<file path="src/rtl/core/cmtl_pkg.sv">
`timescale 1ns / 1ps
// ----------------------------------------------------------------------------
// cmtl_pkg
// Shared types and constants for the cube map texel lookup core.
// ----------------------------------------------------------------------------
package cmtl_pkg;

	localparam int FACE_SIZE_DEF = 512;
	localparam int FACE_COUNT    = 6;
	localparam int COORD_W       = 9;
	localparam int DIR_W         = 16;
	localparam int MAG_W         = 17;
	localparam int NUM_W         = 25;
	localparam int TEXEL_W       = 24;
	localparam int FACE_W        = 3;
	localparam int COORD_SCALE   = 255;
	localparam int COORD_OFFSET  = 256;

	localparam logic CMD_WRITE  = 1'b0;
	localparam logic CMD_LOOKUP = 1'b1;

	localparam logic [FACE_W-1:0] FACE_PZ = 3'd0;
	localparam logic [FACE_W-1:0] FACE_PX = 3'd1;
	localparam logic [FACE_W-1:0] FACE_PY = 3'd2;
	localparam logic [FACE_W-1:0] FACE_NZ = 3'd3;
	localparam logic [FACE_W-1:0] FACE_NX = 3'd4;
	localparam logic [FACE_W-1:0] FACE_NY = 3'd5;

	// classified item handed from front to back
	typedef struct packed {
		logic                       lookup;
		logic                       zero;
		logic [FACE_W-1:0]          face;
		logic [MAG_W-1:0]           major;
		logic signed [NUM_W-1:0]    num_u;
		logic signed [NUM_W-1:0]    num_v;
		logic [COORD_W-1:0]         column;
		logic [COORD_W-1:0]         row;
		logic [TEXEL_W-1:0]         texel;
	} item_t;

endpackage

</file>
<file path="src/rtl/core/cmtl_front.sv">
`timescale 1ns / 1ps
// ----------------------------------------------------------------------------
// cmtl_front
// Accepts commands, picks the major axis and face, forms the numerators.
// ----------------------------------------------------------------------------
module cmtl_front (
	input  logic                              clk,
	input  logic                              arst_n,
	input  logic                              start,
	output logic                              busy,
	input  logic                              command,
	input  logic [cmtl_pkg::FACE_W-1:0]       face,
	input  logic [cmtl_pkg::COORD_W-1:0]      column,
	input  logic [cmtl_pkg::COORD_W-1:0]      row,
	input  logic [7:0]                        red_in,
	input  logic [7:0]                        green_in,
	input  logic [7:0]                        blue_in,
	input  logic signed [cmtl_pkg::DIR_W-1:0] dir_x,
	input  logic signed [cmtl_pkg::DIR_W-1:0] dir_y,
	input  logic signed [cmtl_pkg::DIR_W-1:0] dir_z,
	output logic                              q_valid,
	output cmtl_pkg::item_t                   q_item,
	input  logic                              q_pop
);
	import cmtl_pkg::*;

	localparam int QD = 2;

	item_t            slot_q [QD];
	logic [1:0]       cnt_q;
	logic             rd_q, wr_q;
	item_t            it;
	logic signed [MAG_W-1:0] x, y, z, ax, ay, az, nu, nv;
	logic             push;

	assign busy    = (cnt_q == 2'(QD));
	assign push    = start && !busy;
	assign q_valid = (cnt_q != 2'd0);
	assign q_item  = slot_q[rd_q];

	always_comb begin
		x  = MAG_W'(dir_x);
		y  = MAG_W'(dir_y);
		z  = MAG_W'(dir_z);
		ax = x[MAG_W-1] ? -x : x;
		ay = y[MAG_W-1] ? -y : y;
		az = z[MAG_W-1] ? -z : z;
		it = '0;
		it.lookup = (command == CMD_LOOKUP);
		it.zero   = (dir_x == '0) && (dir_y == '0) && (dir_z == '0);
		it.column = column;
		it.row    = row;
		it.texel  = {red_in, green_in, blue_in};
		nv = y;
		if (az >= ax && az >= ay) begin
			it.major = az;
			if (!z[MAG_W-1]) begin
				it.face = FACE_PZ; nu = x;
			end else begin
				it.face = FACE_NZ; nu = -x;
			end
		end else if (ax >= ay) begin
			it.major = ax;
			if (!x[MAG_W-1]) begin
				it.face = FACE_PX; nu = -z;
			end else begin
				it.face = FACE_NX; nu = z;
			end
		end else begin
			it.major = ay;
			nu = x;
			if (!y[MAG_W-1]) begin
				it.face = FACE_PY; nv = -z;
			end else begin
				it.face = FACE_NY; nv = z;
			end
		end
		// times 255 as shift and subtract
		it.num_u = (NUM_W'(nu) <<< 8) - NUM_W'(nu);
		it.num_v = (NUM_W'(nv) <<< 8) - NUM_W'(nv);
		if (!it.lookup) begin
			it.face = face;
		end
	end

	always_ff @(posedge clk) begin
		if (push) begin
			slot_q[wr_q] <= it;
		end
	end

	always_ff @(posedge clk or negedge arst_n) begin
		if (!arst_n) begin
			cnt_q <= '0;
			rd_q  <= 1'b0;
			wr_q  <= 1'b0;
		end else begin
			if (push) begin
				wr_q <= !wr_q;
			end
			if (q_pop) begin
				rd_q <= !rd_q;
			end
			cnt_q <= cnt_q + 2'(push) - 2'(q_pop);
		end
	end

endmodule

</file>
<file path="config.mk">
export PLATFORM = sky130hd
export DESIGN_NAME = cmtl_front
export DESIGN_NICKNAME = d
export VERILOG_FILES = /design/src/rtl/core/cmtl_pkg.sv /design/src/rtl/core/cmtl_front.sv
export SDC_FILE = /design/constraint.sdc
export NUM_CORES = 1
export LEC_CHECK = 0
export BUFFER_PORTS_ARGS = -buffer_cell sky130_fd_sc_hd__buf_2
export CAP_MARGIN = 20
export CELL_PAD_IN_SITES_DETAIL_PLACEMENT = 2
export CELL_PAD_IN_SITES_GLOBAL_PLACEMENT = 2
export CORE_UTILIZATION = 41
export DETAILED_ROUTE_END_ITERATION = 8
export PLACE_DENSITY = 0.89
export SLEW_MARGIN = 20
export SYNTH_ARGS = -nofsm -noshare
export SYNTH_HDL_FRONTEND = slang
export SYNTH_SLANG_ARGS = --single-unit
</file>
<file path="constraint.sdc">
create_clock -name clk -period 15.3 [get_ports clk]
set_clock_uncertainty 0.1 [all_clocks]
set_input_delay 3.06 -clock clk [delete_from_list [all_inputs] [get_ports clk]]
set_output_delay 3.06 -clock clk [all_outputs]
set_load 0.1 [all_outputs]
</file>
Yosys cells after proc, flatten, opt, wreduce, memory -nomap -nowiden
Memories as Yosys holds them, arrays and structs flattened.
Index checks and enable logic that the tools add are counted.
Operators by class
  mux-type cells: 18
  add/sub/neg operators: 7
  shifts and indexed selects: 0
  bitwise operators: 0
  multiply operators: 0
  eq/ne operators: 1
  reduce and logical (&&, ||, !) cells: 11
  magnitude comparators: 3
  divide/modulo/power cells: 0
Operators with widths (number)
  $mux W17: 10
  $ge A17 B17 Y1: 3
  $neg A16 Y17: 3
  $sub A25 B17 Y25: 2
  $logic_not A16 Y1: 3
  $mux W20: 2
  $mux W3: 3
  $logic_and A1 B1 Y1: 4
  $logic_not A1 Y1: 3
  $add A2 B1 Y2: 1
  $eq A2 B2 Y1 const B: 1
  $mux W1: 2
  $mux W2: 1
  $reduce_bool A2 Y1: 1
  $sub A2 B1 Y2: 1
Word-level totals
  memories: 1
  register bits: 4
  bits of input ports: 98
  bits in writable memories: 228
  bits in latches: 0
  ROM bits: 0
Memory list
  slot_q: depth 2, width 114, read ports 1, clocked after memory_dff 0, wr ports 1, RTL line cmtl_front.sv:29  | item_t slot_q [QD];

Depth between registers and ports, before layout
  depth after elaboration: 6
  depth in mapped cells: 33

Worst setup path after synthesis
OpenSTA, ideal clock, no wires.
  kind: input-to-reg
  start: input dir_x[1] (netlist name)
  end: memory slot_q[0][87] (netlist name) (data pin)
  library setup time: 0.262 ns
  arrival: 9.154 ns
  path buffers: 3
  path slack: 5.783 ns
  cell stages on the path: 32
  required time: 14.938 ns
  cells stage by stage: inv_1 ha_1 nor3b_1 nand2_1 or3_1 or3_1 nor3_1 ha_1 inv_1 ha_1 inv_1 a2111o_1 inv_1 a222oi_1 nand3_1 nand2_1 buf_2 clkbuf_1 clkbuf_1 o21ai_0 o21ai_0 o21a_1 inv_1 ha_1 nand3_1 nand2_1 a41oi_2 o2111a_1 nor2_1 a221o_1 a21oi_2 xnor2_1
RTL lines
  from (decl): RTL line cmtl_front.sv:18  | input logic signed [cmtl_pkg::DIR_W-1:0] dir_x,
  to (decl): RTL line cmtl_front.sv:29

==> results.sh <==
export IMPL_fill_cells=3716
export IMPL_vias_per_cell=6.338
export IMPL_clock_latency_ns=0.53
export IMPL_max_clock_freq_ghz=0.08933
export IMPL_hp_class="reg -> reg"
export IMPL_cts_sinks=232
export IMPL_num_vias=13133
export IMPL_status="finished, final reports clean"
export IMPL_fin_crit_sh_pct=73.16
export IMPL_fp_dieH_um=194.4
export IMPL_htreeDepth=1
export IMPL_dp_hpwl_um=43810
export IMPL_worst_ep_required_time_ns=15.45
export IMPL_ys_seq_elements=232
export IMPL_die_area_um2=37790
export IMPL_p_leak_nw=6.714
export IMPL_arrival_ns=11.34
export IMPL_cp_slowest_stage_delay_ns=0.65
export IMPL_synth_edff_count=228
export IMPL_cts_made_buffers=25
export IMPL_slew_violations=0
export IMPL_drtPass1Iterations=6
export IMPL_place_congestion=0.9862
export IMPL_maxCapViolations=0
export IMPL_grtUsageTotal_pct=32.98
export IMPL_ys_async_sr_fraction_pct=1.724
export IMPL_min_period_ns=11.19
export IMPL_grt_pass1_vias=14055
export IMPL_cts_tree="yes"
export IMPL_yosysWarnings=0
export IMPL_row_count=70
export IMPL_ctsHoldBuffers=0
export IMPL_ctsResizeCount=0
export IMPL_vdd_drop_max_mv=0.1385
export IMPL_port_buffer_count=213
export IMPL_fp_dieW_um=194.4
export IMPL_drc_errors=0
export IMPL_worstSetupPathType="in -> reg"
export IMPL_critPathCaptureType="flop"
export IMPL_setup_viol_count_final=0
export IMPL_ios=214
export IMPL_path_clk_slew_ns=0.07
export IMPL_holdWs_ns=0.4775
export IMPL_synthMuxAreaShare_pct=10.80
export IMPL_slowest_stage="a2111oi_0"
export IMPL_grt_max_degree=78
export IMPL_cts_root_buf="clkbuf_16"
export IMPL_reg2reg_slack_ns=12.50
export IMPL_drt_total_wl_um=63420
export IMPL_crit_fanout=34
export IMPL_antenna_found_initial=6
export IMPL_netlist_instances=1403
export IMPL_wl_per_cell_um=30.61
export IMPL_worst_pin_slew_ns=1.115
export IMPL_rsz0062_at_grt="false"
export IMPL_drt_iter0_drc=1188
export IMPL_core_um2=36520
export IMPL_synth_area_um2=15180
export IMPL_layout_nets=1751
export IMPL_syn_area_per_cell_um2=10.82
export IMPL_synth_compound_area_share_pct=13.66
export IMPL_area_growth_syn_to_layout_pct=14.46
export IMPL_fin_setup_tns_ns=0
export IMPL_drive_above_1_share_pct=26.64
export IMPL_timing_hold_violations_final=0
export IMPL_seq_area_frac_synth_pct=45.77
export IMPL_ant_nets=0
export IMPL_power_density_nw_per_um2=243.9
export IMPL_initial_core_util_pct=41.56
export IMPL_synth_fa_ha_area_share_pct=5.952
export IMPL_ys_flop_type="edfxtp_1"
export IMPL_cts_setup_buffers=0
export IMPL_synthSimpleGateAreaFrac_pct=12.46
export IMPL_synth_distinct_cells=95
export IMPL_synth_top_family_by_area="compound AO/OA/AOI/OAI gates"
export IMPL_startpoint_type="primary input"
export IMPL_synth_xor_area_share_pct=7.337
export IMPL_overflow=0
export IMPL_clock_path_buffers=3
export IMPL_slew_headroom_pct=25.66
export IMPL_grt_pass1_wl_um=94360
-- stage by stage --
stage	cell area, um2	total power, mW	std cells	utilization, %	setup slack [ns]
floorplan	15180	3.051	1404	-	5.783
global placement	16630	3.448	2025	45.53	4.752
detailed placement	16630	3.577	2025	45.53	4.240
CTS	17360	4.219	2067	47.53	4.403
global route	17370	4.342	2071	47.56	3.855
finish	17370	4.236	2072	47.57	4.106
-- logic make-up after synthesis --
group	Yosys count
buf+inv	148
other cells	1
xor+xnor	125
compound gates	290
flops	232
mux	148
fa+ha+maj	73
simple gates	386
-- critical path: cells and delay by family --
kind | cells | cell delay, ns
xor gates and xnor gates | 1 | 0.15
adders and majority gates | 4 | 1.09
and+or+nand+nor | 10 | 2.80
AOI/OAI and AO/OA | 10 | 2.71
buffers and inverters | 8 | 1.47
-- synth_stat cells, types with 11 or more instances --
master	instances	share of area [%]
edfxtp_1	228	45
mux2_2	126	9.3
nand2_1	115	2.8
nor2_1	114	2.8
xnor2_1	81	4.7
inv_1	71	1.8
ha_1	69	5.7
a21oi_1	61	2.0
o21ai_0	54	1.8
xor2_1	43	2.5
clkbuf_1	42	1.0
nor3_1	26	0.86
mux2i_1	22	1.5
nand3_1	21	0.69
o211ai_1	18	0.89
or3_1	16	0.66
buf_1	15	0.37
nor2b_1	15	0.62
a21o_1	13	0.64
a31oi_1	13	0.54
nand2b_1	12	0.49
a211oi_1	11	0.54
buf_2	11	0.36
-- sequential cells by signal, indices dropped and copies added (netlist names) --
name    flops
wr_q        1
slot_q    228
rd_q        1
cnt_q       2
-- report_power, final --
part           switching (mW)  internal [mW]
sequential             0.0901          0.986
clock                   0.260          0.317
combinational            2.04          0.541
-- cells in the final DEF (no fill, tap or decap), drive strengths merged, types with 61 or more instances in the layout --
cell	instances
edfxtp	228
buf	226
mux2	126
nand2	115
nor2	115
xnor2	81
inv	74
ha	69
a21oi	66
o21ai	61
-- area by class of cell --
class / count / area (um2) / area share (%)
Antenna cell: 5 / 12.51 / 0.07202
Sequential cell: 232 / 6950 / 40.01
Inverter: 75 / 281.5 / 1.620
Tap cell: 468 / 585.6 / 3.371
Multi-Input combinational cell: 1024 / 7646 / 44.01
Timing Repair Buffer: 226 / 1164 / 6.698
Clock inverter: 10 / 81.33 / 0.4681
Clock buffer: 32 / 651.9 / 3.752
-- path summary, 6_finish.rpt --
| kind | cells past startpoint | endpoint | start |
|---|---|---|---|
| max | 33 | slot_q[0][64] | dir_x[0] |
| min | 1 | wr_q | wr_q |
| max reg2reg | 3 | slot_q[1][88] | cnt_q[0] |
| min reg2reg | 1 | wr_q | wr_q |
| max in group asynchronous | 1 | rd_q | arst_n |
| min in group asynchronous | 1 | cnt_q[0] | arst_n |
-- layer usage --
metal | part of all wire (%) | global-route usage, % | up-vias
li1 | - | - | 5581
met1 | 41 | 42.22 | 6751
met2 | 49 | 57.27 | 664
met3 | 7.4 | 5.102 | 135
met4 | 3.2 | 9.847 | 2
met5 | 0.019 | 0 | -
Note: power is estimated with default switching activity, not from simulation.
